## src/sfp_pkg.sv

```systemverilog
// Shared types and constants for the serial frame parser with checksum.
// No dependencies; imported by sfp_parser and serial_frame_parser_checksum_core.
package sfp_pkg;

    // Event codes carried in event_res
    localparam logic [2:0] EV_NONE   = 3'd0;
    localparam logic [2:0] EV_HEADER = 3'd1;
    localparam logic [2:0] EV_DATA   = 3'd2;
    localparam logic [2:0] EV_DONE   = 3'd3;
    localparam logic [2:0] EV_RDREQ  = 3'd4;

    // Header bytes and length bias
    localparam logic [7:0]  HDR0     = 8'hEF;
    localparam logic [7:0]  HDR1     = 8'h02;
    localparam logic [15:0] LEN_BIAS = 16'd3;

    // Frame positions (position counter is 17 bits so it never wraps)
    localparam int          POS_W     = 17;
    localparam logic [16:0] POS_HDR0  = 17'd0;
    localparam logic [16:0] POS_HDR1  = 17'd1;
    localparam logic [16:0] POS_ADDR0 = 17'd2;
    localparam logic [16:0] POS_ADDR3 = 17'd5;
    localparam logic [16:0] POS_SIGN  = 17'd6;
    localparam logic [16:0] POS_LENH  = 17'd7;
    localparam logic [16:0] POS_LENL  = 17'd8;
    localparam logic [16:0] POS_CMD   = 17'd9;
    localparam logic [16:0] POS_DATA  = 17'd10;
    localparam logic [16:0] POS_SUMH  = 17'd10;
    localparam logic [16:0] POS_SUML  = 17'd11;

    // One result beat
    typedef struct packed {
        logic [2:0]  event_res;
        logic [7:0]  data_byte;
        logic [15:0] payload_index;
        logic [7:0]  packet_sign;
        logic [7:0]  command_byte;
        logic [15:0] payload_length;
        logic        checksum_match;
        logic        frame_accepted;
    } t_result;

    // Frame-open address byte for slot 0..3
    function automatic logic [7:0] frame_addr(input logic [1:0] slot);
        logic [7:0] v;
        unique case (slot)
            2'd0:    v = 8'hFF;
            2'd1:    v = 8'hFF;
            2'd2:    v = 8'hCC;
            default: v = 8'h01;
        endcase
        return v;
    endfunction

    // Address-read request byte for slot 0..3
    function automatic logic [7:0] rdreq_addr(input logic [1:0] slot);
        logic [7:0] v;
        unique case (slot)
            2'd0:    v = 8'hFF;
            2'd1:    v = 8'hEE;
            2'd2:    v = 8'hDD;
            default: v = 8'hCC;
        endcase
        return v;
    endfunction

endpackage

```

## src/sfp_parser.sv

```systemverilog
// Parser state registers and one-byte step logic: hunt, frame capture, running sum.
// Depends on sfp_pkg for event codes, positions, address tables and t_result.
module sfp_parser
    import sfp_pkg::*;
(
    input  logic        i_clk,
    input  logic        i_rst_n,
    input  logic        i_step,
    input  logic [7:0]  i_byte,
    input  logic        i_check_disable,
    output t_result     o_result
);

    logic [POS_W-1:0] r_position,  n_position;
    logic             r_in_frame,  n_in_frame;
    logic             r_rdreq,     n_rdreq;
    logic [7:0]       r_sign,      n_sign;
    logic [15:0]      r_follow,    n_follow;
    logic [7:0]       r_command,   n_command;
    logic [15:0]      r_rx_sum,    n_rx_sum;
    logic [15:0]      r_run_sum,   n_run_sum;

    logic [15:0]      plen_cur;
    logic [POS_W-1:0] data_end;
    logic [POS_W-1:0] data_off;
    logic             in_addr;
    logic             match;
    logic [2:0]       ev;

    assign plen_cur = r_follow - LEN_BIAS;
    assign data_end = POS_SUMH + {1'b0, plen_cur};
    assign data_off = r_position - POS_DATA;
    assign in_addr  = (r_position >= POS_ADDR0) && (r_position <= POS_ADDR3);

    // Compute next state and event for the byte at the input register
    always_comb begin
        logic [1:0] aslot;
        logic [15:0] full_len;
        logic [15:0] full_sum;
        aslot    = 2'(r_position - POS_ADDR0);
        full_len = {r_follow[15:8], i_byte};
        full_sum = {r_rx_sum[15:8], i_byte};
        n_position = r_position;
        n_in_frame = r_in_frame;
        n_rdreq    = r_rdreq;
        n_sign     = r_sign;
        n_follow   = r_follow;
        n_command  = r_command;
        n_rx_sum   = r_rx_sum;
        n_run_sum  = r_run_sum;
        ev         = EV_NONE;
        match      = 1'b0;
        if (r_in_frame) begin
            priority if (r_position == POS_SIGN) begin
                n_sign     = i_byte;
                n_run_sum  = {8'd0, i_byte};
                n_position = POS_LENH;
                ev         = EV_HEADER;
            end else if (r_position == POS_LENH) begin
                n_follow   = {i_byte, 8'd0};
                n_position = POS_LENL;
                ev         = EV_HEADER;
            end else if (r_position == POS_LENL) begin
                n_follow   = full_len;
                n_run_sum  = r_run_sum + full_len;
                n_position = POS_CMD;
                ev         = EV_HEADER;
            end else if (r_position == POS_CMD) begin
                n_command  = i_byte;
                n_run_sum  = r_run_sum + {8'd0, i_byte};
                n_position = POS_DATA;
                ev         = EV_HEADER;
            end else if (r_position >= POS_DATA && r_position < data_end) begin
                n_run_sum  = r_run_sum + {8'd0, i_byte};
                n_position = r_position + 17'd1;
                ev         = EV_DATA;
            end else if (r_position == data_end) begin
                n_rx_sum   = {i_byte, 8'd0};
                n_position = r_position + 17'd1;
                ev         = EV_HEADER;
            end else if (r_position == data_end + 17'd1) begin
                n_rx_sum   = full_sum;
                match      = (full_sum == r_run_sum);
                n_in_frame = 1'b0;
                n_position = POS_HDR0;
                ev         = EV_DONE;
            end else begin
                ev = EV_NONE;
            end
        end else begin
            // Hunt for header, then one of the two address sequences
            priority if (r_position == POS_HDR0 && i_byte == HDR0) begin
                n_position = POS_HDR1;
                ev         = EV_HEADER;
            end else if (r_position == POS_HDR1 && i_byte == HDR1) begin
                n_position = POS_ADDR0;
                ev         = EV_HEADER;
            end else if (in_addr && i_byte == frame_addr(aslot) && !r_rdreq) begin
                n_position = r_position + 17'd1;
                n_in_frame = (r_position == POS_ADDR3);
                ev         = EV_HEADER;
            end else if (in_addr && i_byte == rdreq_addr(aslot)) begin
                if (r_position == POS_ADDR3) begin
                    n_position = POS_HDR0;
                    n_rdreq    = 1'b0;
                    ev         = EV_RDREQ;
                end else begin
                    n_position = r_position + 17'd1;
                    n_rdreq    = 1'b1;
                    ev         = EV_HEADER;
                end
            end else begin
                n_position = POS_HDR0;
                n_rdreq    = 1'b0;
            end
        end
    end

    // Build the result beat from the post-step values
    always_comb begin
        o_result.event_res      = ev;
        o_result.data_byte      = i_byte;
        o_result.payload_index  = (ev == EV_DATA) ? data_off[15:0] : 16'd0;
        o_result.packet_sign    = n_sign;
        o_result.command_byte   = n_command;
        o_result.payload_length = n_follow - LEN_BIAS;
        o_result.checksum_match = match;
        o_result.frame_accepted = (ev == EV_DONE) && (match || i_check_disable);
    end

    // Advance state when the byte moves to the result register
    always_ff @(posedge i_clk) begin
        if (!i_rst_n) begin
            r_position <= '0;
            r_in_frame <= 1'b0;
            r_rdreq    <= 1'b0;
            r_sign     <= '0;
            r_follow   <= '0;
            r_command  <= '0;
            r_rx_sum   <= '0;
            r_run_sum  <= '0;
        end else if (i_step) begin
            r_position <= n_position;
            r_in_frame <= n_in_frame;
            r_rdreq    <= n_rdreq;
            r_sign     <= n_sign;
            r_follow   <= n_follow;
            r_command  <= n_command;
            r_rx_sum   <= n_rx_sum;
            r_run_sum  <= n_run_sum;
        end
    end

endmodule

```

## src/serial_frame_parser_checksum_core.sv

```systemverilog
// Top level of the serial frame parser: input register, parser, result register.
// Depends on sfp_pkg and sfp_parser.
//
//  channel   dir  handshake                 payload
//  in        in   i_in_valid / o_in_stall   i_rx_byte
//  out       out  o_out_valid / i_out_stall o_event_res .. o_frame_accepted
//  cfg       in   i_cfg_we                  i_cfg_wdata (check_disable)
//
// One byte per cycle sustained unless i_out_stall holds the result register.
// The parser step is one pass of compare/add logic between the input and result
// registers. Reset is synchronous, active low; check_disable resets to 1.
// A stalled result holds the result register; the input register keeps its
// beat and o_in_stall rises only while both registers are full.
module serial_frame_parser_checksum_core
    import sfp_pkg::*;
(
    input  logic        i_clk,
    input  logic        i_rst_n,
    input  logic        i_in_valid,
    output logic        o_in_stall,
    input  logic [7:0]  i_rx_byte,
    output logic        o_out_valid,
    input  logic        i_out_stall,
    output logic [2:0]  o_event_res,
    output logic [7:0]  o_data_byte,
    output logic [15:0] o_payload_index,
    output logic [7:0]  o_packet_sign,
    output logic [7:0]  o_command_byte,
    output logic [15:0] o_payload_length,
    output logic        o_checksum_match,
    output logic        o_frame_accepted,
    input  logic        i_cfg_we,
    input  logic        i_cfg_wdata
);

    logic       r_in_valid;
    logic [7:0] r_in_byte;
    logic       r_out_valid;
    t_result    r_out;
    logic       r_check_disable;
    logic       adv;
    logic       step;
    t_result    n_out;

    // Result register can take a new beat when empty or being drained
    assign adv        = !r_out_valid || !i_out_stall;
    assign step       = r_in_valid && adv;
    assign o_in_stall = r_in_valid && !adv;

    // Hold the configuration bit
    always_ff @(posedge i_clk) begin
        if (!i_rst_n) begin
            r_check_disable <= 1'b1;
        end else if (i_cfg_we) begin
            r_check_disable <= i_cfg_wdata;
        end
    end

    // Input register
    always_ff @(posedge i_clk) begin
        if (!i_rst_n) begin
            r_in_valid <= 1'b0;
        end else if (!o_in_stall) begin
            r_in_valid <= i_in_valid;
        end
    end

    always_ff @(posedge i_clk) begin
        if (i_in_valid && !o_in_stall) begin
            r_in_byte <= i_rx_byte;
        end
    end

    sfp_parser u_parser (
        .i_clk           (i_clk),
        .i_rst_n         (i_rst_n),
        .i_step          (step),
        .i_byte          (r_in_byte),
        .i_check_disable (r_check_disable),
        .o_result        (n_out)
    );

    // Result register
    always_ff @(posedge i_clk) begin
        if (!i_rst_n) begin
            r_out_valid <= 1'b0;
        end else if (adv) begin
            r_out_valid <= r_in_valid;
        end
    end

    always_ff @(posedge i_clk) begin
        if (step) begin
            r_out <= n_out;
        end
    end

    assign o_out_valid      = r_out_valid;
    assign o_event_res      = r_out.event_res;
    assign o_data_byte      = r_out.data_byte;
    assign o_payload_index  = r_out.payload_index;
    assign o_packet_sign    = r_out.packet_sign;
    assign o_command_byte   = r_out.command_byte;
    assign o_payload_length = r_out.payload_length;
    assign o_checksum_match = r_out.checksum_match;
    assign o_frame_accepted = r_out.frame_accepted;

endmodule

```

## config.mk

```make
export PLATFORM = sky130hd
export DESIGN_NAME = serial_frame_parser_checksum_core
export DESIGN_NICKNAME = d
export VERILOG_FILES = /design/src/sfp_pkg.sv /design/src/sfp_parser.sv /design/src/serial_frame_parser_checksum_core.sv
export SDC_FILE = /design/constraint.sdc
export NUM_CORES = 1
export LEC_CHECK = 0
export BUFFER_PORTS_ARGS = -buffer_cell sky130_fd_sc_hd__buf_4
export CAP_MARGIN = 25
export CORE_MARGIN = 5
export CORE_UTILIZATION = 42
export CTS_BUF_LIST = sky130_fd_sc_hd__clkbuf_8
export DETAILED_ROUTE_END_ITERATION = 8
export PLACE_DENSITY = 0.7
export SETUP_SLACK_MARGIN = 0.4
export SLEW_MARGIN = 20
export SYNTH_ARGS = -nofsm -noshare
export SYNTH_HDL_FRONTEND = slang
export SYNTH_HIERARCHICAL = 1
export SYNTH_SLANG_ARGS = --single-unit
```

## constraint.sdc

```tcl
create_clock -name i_clk -period 9.75 [get_ports i_clk]
set_input_delay 0.975 -clock i_clk [delete_from_list [all_inputs] [get_ports i_clk]]
set_output_delay 0.975 -clock i_clk [all_outputs]
set_load 0.05 [all_outputs]
```

==> impl_metrics.csv, run 1 <==
group,metric,value,unit
pwr,vdd_drop_max,0.0828,mV
timing,fin_crit_sh,58.4,%
worst_setup_path,critPathTopFamily,"simple AND/OR/NAND/NOR gates",
place,io_buffers,76,
die,die_area,25800,µm²
logic_synthesis,synth.most_common_cell,"nand2_1",
routing,drt_iter0_drc,636,
pwr,switching_share,31.5,%
worst_setup_path,crit_slowest_cell,"or3_1",
min_path,whs_path_depth,2,
timing,rsz0062_at_grt,"no",
logic_synthesis,yosys-top-cells-area,"edfxtp_1 22%, dfxtp_1 16%, xnor2_1 6.4%",
timing,setup_viol,0,
worst_setup_path,path_depth,16,
worst_setup_path,path_cells,"a2111oi_4 -> or4b_1 -> o22ai_1 -> nand3_1 -> nor2_1 -> xor2_1 -> ha_1 -> a21o_1 -> a21o_1 -> a211oi_1 -> o21ai_0 -> or2_2 -> and3_1 -> or3_1 -> or4_1 -> a21oi_1",
routing,drtPass1Iterations,5,
grt,grt_pass1_vias,7516,
routing,wl_per_cell,17.2,µm
logic_synthesis,synth_cells,1062,
timing,drv_slew,0,
worst_setup_path,worstSetupPathType,"reg -> reg",
pwr,power,1.37,mW
place,hpwl,17000,µm
die,core_area,22500,µm²
worst_setup_path,path_buf_inv,0,
pwr,power.net_switching,0.432,mW
clock_tree,root_buffer,"clkbuf_8",
grt,grt.busiest_layer,"met2",
grt,grt_pass1_wl,38800,µm
worst_setup_path,crit-reg2reg-launch,"u_parser/r_follow[2]",
grt,gr-usage-met1,24.3,%
worst_setup_path,required,10.12,ns
logic_synthesis,synth-seq-area-share,38.1,%
grt,grt_use_met3,3.08,%
clock_tree,path_clk_slew,0.08,ns
logic_synthesis,syn_area_per_cell,8.97,µm²
logic_synthesis,synthTopCellsByCount,"122 x nand2_1, 89 x nor2_1, 78 x dfxtp_1",
grt,grt_antenna_before_repair,0,
worst_setup_path,crit_top_cell,"a21o_1",
timing,worst_pin_slew,0.946,ns
pwr,p_int,0.938,mW
grt,grt_use_total,18.3,%
clock_tree,hold_buffers,0,
timing,finalCriticalPeriod,5.69,ns
worst_setup_path,max_stage_delay,0.67,ns
logic_synthesis,ys.flop_type,"dfxtp_1",
clock_tree,cts_tree,"done",
pwr,seq_power_share,49.2,%
worst_setup_path,critPathArrivalTime,6.06,ns
logic_synthesis,ys_warn_count,6,
worst_setup_path,r2r-end,"u_parser/r_run_sum[8]",
clock_tree,post_cts_buffers,0,
pwr,clkPwrFrac,31.1,%
pwr,power_density,130,nW/µm²
die,initial_core_util,42.3,%
clock_tree,cts.sinks,147,
routing,drt-total-wl,24000,µm
logic_synthesis,synth_edf_count,69,
clock_tree,numCtsBuffers,17,
worst_setup_path,regToRegSetupSlack,4.06,ns
worst_setup_path,crit_path_start_kind,"flip-flop",
worst_setup_path,endpoint_kind,"flip-flop",
flow_run,max_cap_viol_count,0,
final_layout,diodes,0,
grt,grt-ovfl-total,0,
timing,max_slew_margin,36.1,%
die,die_h,161,µm
timing,final.setup.tns,0,ns
logic_synthesis,synth.distinct_cells,75,
routing,vias_per_cell,5.72,
clock_tree,insertion_delay,0.45,ns
timing,skew,0.0181,ns
final_layout,area_delta_synth_final,11.0,%
final_layout,drive_above_1_share,14.0,%
grt,grt_util_met2,30.5,%
timing,max_freq,176,MHz
logic_synthesis,synth_fp_nets,1123,
place,place_congestion,0.899,
clock_tree,clockBufferDepth,2,
die,chipWidth,161,µm
timing,hold_viol,0,
logic_synthesis,synth_top_area_share,21.7,%
routing,route.detailed.drc,0,
clock_tree,h-tree-depth,4,
logic_synthesis,synthArstFlopShare,0,%
min_path,hold_class,"reg -> reg",
outcome,status,"finished clean",
final_layout,nets,1159,
min_path,hold_path_startpoint,"u_parser/r_command[4]",
logic_synthesis,synthesis.area,9530,µm²
routing,vias,7982,
routing,postRouteAntennaNets,0,
logic_synthesis,yosysTopAreaCell,"edfxtp_1",
logic_synthesis,synth_seq_cells,147,
die,fp-row-count,55,
final_layout,n_fill_cell,2093,
worst_setup_path,reg2reg_depth,16,
min_path,holdPathEnd,"u_parser/r_command[4]",
pwr,leakagePower,4.08,nW
pwr,combPwrFrac,19.8,%
die,pin_count,77,
grt,grt_max_degree,61,
worst_setup_path,crit_fanout,21,
clock_tree,cts_resized,0,
[worst register-to-register path: stages, from the launching register on]
cell,delay [ns]
dfxtp_1,0.47
a2111oi_4,0.53
or4b_1,0.52
o22ai_1,0.28
nand3_1,0.24
nor2_1,0.19
xor2_1,0.38
ha_1,0.33
a21o_1,0.18
a21o_1,0.17
a211oi_1,0.22
o21ai_0,0.15
or2_2,0.34
and3_1,0.21
or3_1,0.67
or4_1,0.61
a21oi_1,0.17
[cells by family (layout without fill, tap and decap cells)]
group / count (synthesis) / after routing / synth area share [%]
xor gates and xnor gates: 102 / 102 / 9.81
and+or+nand+nor: 414 / 414 / 21.7
buffers and inverters: 101 / 150 / 4.58
DFF: 147 / 147 / 38.1
AOI/OAI and AO/OA: 212 / 212 / 15.2
adders and majority gates: 47 / 47 / 6.25
muxes: 39 / 39 / 4.31
[per-layer routing]
layer / vias up / wire length [µm] / part of all wire, %
li1: 3908 / - / -
met1: 3784 / 10800 / 45
met2: 257 / 11500 / 48
met3: 33 / 1260 / 5.3
met4: 0 / 383 / 1.6
met5: - / 0 / 0
[how the worst max path moves through the flow]
stage          slack (ns)                      to            startpoint
2_1_floorplan        2.11   u_parser/r_run_sum[7]           i_out_stall
3_3_place_gp         4.31   u_parser/r_run_sum[8]  u_parser/r_follow[2]
3_5_place_dp         4.16   u_parser/r_run_sum[8]  u_parser/r_follow[2]
4_1_cts              4.10   u_parser/r_run_sum[8]  u_parser/r_follow[2]
5_1_grt              3.73  u_parser/r_run_sum[15]  u_parser/r_follow[0]
6_report             4.06   u_parser/r_run_sum[8]  u_parser/r_follow[2]
[power by group through the flow]
stage / Combinational, mW / Sequential [mW] / Clock (mW)
floorplan: 0.170 / 0.727 / 0
global placement: 0.265 / 0.688 / 0
detailed placement: 0.270 / 0.688 / 0
CTS: 0.271 / 0.674 / 0.439
global route: 0.293 / 0.676 / 0.471
finish: 0.271 / 0.674 / 0.426
[through the flow]
stage          cell area (µm²)  hold slack, ns  util, %  setup WS [ns]  std cells
2_1_floorplan             9530           0.441        -           2.11       1062
3_3_place_gp             10200           0.449     45.5           4.31       1363
3_5_place_dp             10200           0.457     45.5           4.16       1364
4_1_cts                  10600           0.469     47.0           4.10       1396
5_1_grt                  10600           0.499     47.0           3.73       1396
6_report                 10600           0.469     47.0           4.06       1396
[registers in the layout, summed over array words and instances, names as in the netlist, 16 cells and up]
name	count
u_parser/r_position	17
o_payload_index	16
o_payload_length	16
u_parser/r_follow	16
u_parser/r_run_sum	16
[area by class of cell]
cell class | count | area [µm²] | area share [%]
Multi-Input combinational cell | 814 | 5470 | 51.7
Sequential cell | 147 | 3630 | 34.4
Timing Repair Buffer | 90 | 673 | 6.36
Tap cell | 285 | 357 | 3.37
Clock buffer | 17 | 234 | 2.21
Clock inverter | 15 | 108 | 1.02
Inverter | 28 | 105 | 0.994
[placed cells by master (no fill, tap or decap), types with 7 or more instances in the layout]
cell / netlist / layout
mux2_2: 16 / 16
or2_2: 8 / 8
clkbuf_8: 0 / 17
nand3_1: 34 / 34
nor2b_1: 15 / 15
and2_1: 13 / 13
o21ai_0: 31 / 31
ha_1: 46 / 46
buf_4: 9 / 89
inv_1: 28 / 30
a31oi_1: 7 / 7
o21ai_1: 9 / 9
or3_1: 18 / 18
a22oi_1: 10 / 10
o21a_1: 13 / 13
nand2_1: 122 / 122
dfxtp_1: 78 / 78
nor4_1: 14 / 14
edfxtp_1: 69 / 69
nor2_1: 89 / 89
a21oi_1: 48 / 48
o31a_1: 13 / 13
xnor2_1: 70 / 70
and3_1: 10 / 10
or4_1: 8 / 8
mux2i_1: 23 / 23
a211oi_1: 17 / 17
nor3_1: 39 / 39
xor2_1: 29 / 29
a21o_1: 8 / 8
nand4_1: 15 / 15
(Power assumes the default switching activity.)
==> run 2: changes to the inputs <==
==> constraint.sdc (replaced) <==
create_clock -name i_clk -period 5.7 [get_ports i_clk]
set_input_delay 0.57 -clock i_clk [delete_from_list [all_inputs] [get_ports i_clk]]
set_output_delay 0.57 -clock i_clk [all_outputs]
set_load 0.05 [all_outputs]
==> impl_metrics.csv, run 2 (synthesis results as in run 1) <==
group,metric,value,unit
worst_setup_path,crit_path_start_kind,"flip-flop",
grt,grt_util_met2,31.5,%
routing,route.detailed.drc,0,
final_layout,largest_register_ffs,17,
clock_tree,insertion_delay,0.47,ns
worst_setup_path,worstSetupPathType,"reg -> reg",
timing,skew,0.0187,ns
timing,finalCriticalPeriod,5.01,ns
place,hpwl,17200,µm
clock_tree,path_clk_slew,0.09,ns
place,placed_cells,1370,
pwr,vdd_drop_max,0.161,mV
die,die_area,25800,µm²
routing,vias_per_cell,5.68,
worst_setup_path,critPathTopFamily,"simple AND/OR/NAND/NOR gates",
routing,drtPass1Iterations,6,
grt,grt_antenna_before_repair,0,
worst_setup_path,required,6.08,ns
clock_tree,numCtsBuffers,17,
outcome,status,"finished clean",
final_layout,nets,1171,
timing,max_slew_margin,35.0,%
worst_setup_path,max_stage_delay,0.53,ns
clock_tree,hold_buffers,0,
grt,grt_pass1_vias,7497,
worst_setup_path,endpoint_kind,"flip-flop",
place,placed_cell_area,10300,µm²
worst_setup_path,reg2reg_depth,16,
clock_tree,cts.sinks,147,
final_layout,post-route-cell-area,10700,µm²
clock_tree,cts_tree,"done",
pwr,power_density,225,nW/µm²
die,fp-row-count,55,
min_path,whs_path_depth,1,
clock_tree,root_buffer,"clkbuf_8",
grt,grt-ovfl-total,0,
timing,worst_pin_slew,0.951,ns
final_layout,layout_commonest_cell,"nand2_1",
timing,whs,0.270,ns
min_path,hold_class,"in -> reg",
routing,drt_iter0_drc,535,
final_layout,diodes,0,
final_layout,final_cell_mix,"122 x nand2_1, 101 x buf_4, 89 x nor2_1, 75 x dfxtp_1, 70 x xnor2_1",
worst_setup_path,path_depth,16,
place,place_congestion,0.890,
timing,max_freq,200,MHz
final_layout,regMostFlops,"u_parser/r_position",
grt,grt_pass1_wl,39200,µm
timing,setup_viol,0,
flow_run,max_cap_viol_count,0,
worst_setup_path,path_cells,"a2111oi_4 -> or4b_1 -> o22ai_2 -> nand3_2 -> nor2_1 -> xor2_2 -> ha_1 -> a21o_1 -> a21o_1 -> a211oi_1 -> o21ai_0 -> or2_2 -> and3_1 -> or3_1 -> or4_1 -> a21oi_1",
routing,wl_per_cell,17.4,µm
final_layout,fin_cells,1408,
die,core_area,22500,µm²
grt,gr-usage-met1,24.6,%
worst_setup_path,critPathArrivalTime,5.39,ns
worst_setup_path,path_buf_inv,0,
worst_setup_path,crit_slowest_cell,"or4_1",
grt,grt.busiest_layer,"met2",
die,chipWidth,161,µm
timing,drv_slew,0,
timing,hold_viol,0,
clock_tree,clockBufferDepth,2,
final_layout,drive_above_1_share,15.9,%
final_layout,area_delta_synth_final,12.8,%
worst_setup_path,crit_fanout,8,
pwr,power,2.41,mW
pwr,leakagePower,4.16,nW
grt,grt_max_degree,61,
final_layout,n_fill_cell,2080,
timing,rsz0062_at_grt,"no",
die,initial_core_util,42.3,%
die,die_h,161,µm
grt,grt_use_met3,2.57,%
die,pin_count,77,
grt,grt_use_total,18.5,%
place,io_buffers,76,
timing,final.setup.tns,0,ns
clock_tree,h-tree-depth,4,
routing,drt-total-wl,24600,µm
timing,fin_crit_sh,87.9,%
routing,vias,7993,
routing,postRouteAntennaNets,0,
worst_setup_path,crit_top_cell,"a21o_1",
==> run 2: changes by cell type in the layout (fill, tap and decap cells not counted), sizes merged <==
cell,previous run,this run
inv,35,32
bufinv,0,1
clkinvlp,5,4
buf,90,101
clkinv,3,6
clkbuf,17,18
==> run 2: per-stage QoR <==
stage,setup WS (ns),utilization (%)
3_3_place_gp,0.602,45.7
6_report,0.692,47.7
3_5_place_dp,0.493,45.7
4_1_cts,0.444,47.3
5_1_grt,0.390,47.7
2_1_floorplan,0.849,-
==> run 2: final timing paths <==
path	start	end	slack (ns)
setup / recovery	u_parser/r_follow[1]	u_parser/r_run_sum[8]	0.69
hold / removal	i_rx_byte[6]	r_in_byte[6]	0.27
setup reg to reg	u_parser/r_follow[1]	u_parser/r_run_sum[8]	0.69
hold reg to reg	u_parser/r_sign[5]	u_parser/r_sign[5]	0.47
==> run 2: what timing repair did <==
action / CTS / global route
setup buffers: 0 / 6
resized for setup: 0 / 11
setup endpoints to repair: 0 / 36
==> run 2: where the power goes <==
group / internal [mW] / total (mW) / leakage [nW] / switching (mW)
Combinational: 0.176 / 0.472 / 2.71 / 0.296
Sequential: 1.13 / 1.16 / 1.27 / 0.0221
Clock: 0.347 / 0.785 / 0.177 / 0.438
Total: 1.66 / 2.41 / 4.16 / 0.757
==> run 2: final cells by class <==
| class | count | area [µm²] | share of cell area [%] |
|---|---|---|---|
| Tap cell | 285 | 357 | 3.32 |
| Clock buffer | 17 | 234 | 2.18 |
| Multi-Input combinational cell | 814 | 5510 | 51.3 |
| Sequential cell | 147 | 3640 | 33.9 |
| Clock inverter | 15 | 135 | 1.26 |
| Timing Repair Buffer | 102 | 763 | 7.10 |
| Inverter | 28 | 105 | 0.978 |
==> run 2: routing by layer <==
metal | part of all wire, % | wire length [µm]
met3 | 4.2 | 1040
met5 | 0 | 0
met2 | 48 | 11800
met1 | 46 | 11300
met4 | 1.4 | 352
==> run 3: changes to the inputs <==
--- a/config.mk
+++ b/config.mk
@@ -9,7 +9,6 @@
 export CAP_MARGIN = 25
 export CORE_MARGIN = 5
 export CORE_UTILIZATION = 42
-export CTS_BUF_LIST = sky130_fd_sc_hd__clkbuf_8
 export DETAILED_ROUTE_END_ITERATION = 8
 export PLACE_DENSITY = 0.7
 export SETUP_SLACK_MARGIN = 0.4
==> impl_metrics.csv, run 3 (synthesis results as in run 1) <==
group,metric,value,unit
place,hpwl,17200,µm
timing,drv_slew,0,
pwr,combPwrFrac,17.7,%
final_layout,ff_latch_area,3630,µm²
timing,whs,0.313,ns
die,core_area,22500,µm²
worst_setup_path,required,6.04,ns
routing,vias,8024,
final_layout,largest_register_ffs,17,
clock_tree,h-tree-depth,4,
worst_setup_path,crit_fanout,9,
worst_setup_path,path_cells,"a2111oi_4 -> or4b_1 -> o22ai_2 -> nand3_2 -> nor2_1 -> xor2_2 -> ha_1 -> a21o_1 -> a21o_1 -> a211oi_1 -> o21ai_0 -> or2_2 -> and3_1 -> or3_1 -> or4_1 -> a21oi_1",
grt,grt_pass1_vias,7580,
routing,wl_per_cell,17.5,µm
timing,setup_viol,0,
pwr,vdd_drop_max,0.195,mV
grt,grt_max_degree,61,
pwr,seq_power_share,42.7,%
place,io_buffers,76,
grt,grt_antenna_before_repair,0,
pwr,switching_share,29.2,%
clock_tree,insertion_delay,0.44,ns
final_layout,area_delta_synth_final,15.0,%
worst_setup_path,path_buf_inv,0,
timing,worst_pin_slew,0.952,ns
grt,grt-ovfl-total,0,
worst_setup_path,critPathArrivalTime,5.35,ns
pwr,power.net_switching,0.792,mW
clock_tree,path_clk_slew,0.07,ns
routing,postRouteAntennaNets,0,
final_layout,final_cell_mix,"122 x nand2_1, 103 x buf_4, 89 x nor2_1, 77 x dfxtp_1, 70 x xnor2_1",
pwr,power_density,248,nW/µm²
clock_tree,clockBufferDepth,2,
worst_setup_path,crit_top_cell,"a21o_1",
final_layout,nets,1173,
pwr,clkPwrFrac,39.7,%
min_path,hold_class,"in -> reg",
clock_tree,cts_tree,"done",
timing,hold_viol,0,
outcome,status,"finished clean",
timing,max_freq,200,MHz
grt,grt_pass1_wl,39500,µm
timing,finalCriticalPeriod,5.01,ns
place,place_congestion,0.890,
routing,vias_per_cell,5.69,
worst_setup_path,crit_slowest_cell,"or4b_1",
die,pin_count,77,
timing,skew,0.0236,ns
flow_run,max_cap_viol_count,0,
routing,route.detailed.drc,0,
timing,final.setup.tns,0,ns
timing,fin_crit_sh,87.8,%
routing,drtPass1Iterations,7,
worst_setup_path,crit_path_start_kind,"flip-flop",
routing,drt_iter0_drc,648,
clock_tree,root_buffer,"clkbuf_16",
worst_setup_path,endpoint_kind,"flip-flop",
timing,max_slew_margin,34.9,%
timing,finalWorstSetupSlack,0.693,ns
die,chipWidth,161,µm
die,die_h,161,µm
final_layout,regMostFlops,"u_parser/r_position",
final_layout,n_fill_cell,2055,
worst_setup_path,critPathTopFamily,"simple AND/OR/NAND/NOR gates",
final_layout,drive_above_1_share,15.9,%
clock_tree,cts.sinks,147,
pwr,leakagePower,4.25,nW
die,die_area,25800,µm²
worst_setup_path,worstSetupPathType,"reg -> reg",
clock_tree,hold_buffers,0,
grt,grt_use_total,18.6,%
die,initial_core_util,42.3,%
pwr,p_int,1.92,mW
final_layout,layout_commonest_cell,"nand2_1",
place,dp_slack,0.493,ns
timing,rsz0062_at_grt,"no",
routing,drt-total-wl,24700,µm
clock_tree,numCtsBuffers,17,
die,fp-row-count,55,
worst_setup_path,max_stage_delay,0.52,ns
final_layout,diodes,0,
final_layout,multi_input_area,5520,µm²
==> run 3: cell types whose count changed in the layout (fill, tap and decap cells not counted), sizes merged <==
cell    change
buf         +2
clkbuf      +1
inv         -1
==> run 3: power groups by stage <==
stage	combinational [mW]	sequential (mW)	clock [mW]
2_1_floorplan	0.290	1.24	0
6_report	0.479	1.16	1.08
3_3_place_gp	0.454	1.18	0
5_1_grt	0.518	1.16	1.14
3_5_place_dp	0.461	1.18	0
4_1_cts	0.462	1.16	1.10
==> run 3: repair_timing <==
item                       CTS  global route
setup buffers                0             8
setup endpoints to repair    0            36
resized for setup            0            10
==> run 3: worst register-to-register path: cells and delay by family, from the launching register on <==
family | cells | cell delay [ns]
fa+ha+maj | 1 | 0.28
xor+xnor | 1 | 0.24
flops | 1 | 0.45
simple gates | 7 | 2.40
compound gates | 7 | 1.55
==> run 3: final cells by class <==
cell class                      instances  share of cell area (%)
Clock inverter                         14                    1.20
Inverter                               28                   0.960
Multi-Input combinational cell        814                    50.4
Sequential cell                       147                    33.2
Tap cell                              285                    3.26
Clock buffer                           18                    3.92
Timing Repair Buffer                  104                    7.11
==> run 3: path summary, 6_finish.rpt <==
check,from,cells past startpoint,end,slack (ns)
max reg2reg,u_parser/r_follow[4],16,u_parser/r_run_sum[8],0.69
min,i_rx_byte[6],1,r_in_byte[6],0.31
max,u_parser/r_follow[4],16,u_parser/r_run_sum[8],0.69
min reg2reg,u_parser/r_command[3],2,u_parser/r_command[3],0.47
==> run 3: routing by layer <==
| metal | wire (µm) | share of wire (%) | global-route usage (%) |
|---|---|---|---|
| met1 | 11300 | 46 | 24.7 |
| met2 | 11900 | 48 | 31.7 |
| met3 | 1190 | 4.8 | 2.87 |
| met4 | 316 | 1.3 | 5.24 |
| met5 | 0 | 0 | 0 |
==> run 3: stage by stage <==
| step | total power, mW | instance area (µm²) | cells | utilization [%] |
|---|---|---|---|---|
| 3_3_place_gp | 1.63 | 10300 | 1370 | 45.7 |
| 5_1_grt | 2.82 | 11000 | 1410 | 48.7 |
| 6_report | 2.71 | 11000 | 1410 | 48.7 |
| 4_1_cts | 2.72 | 10800 | 1402 | 48.2 |
| 3_5_place_dp | 1.64 | 10300 | 1370 | 45.7 |
| 2_1_floorplan | 1.53 | 9530 | 1062 | - |
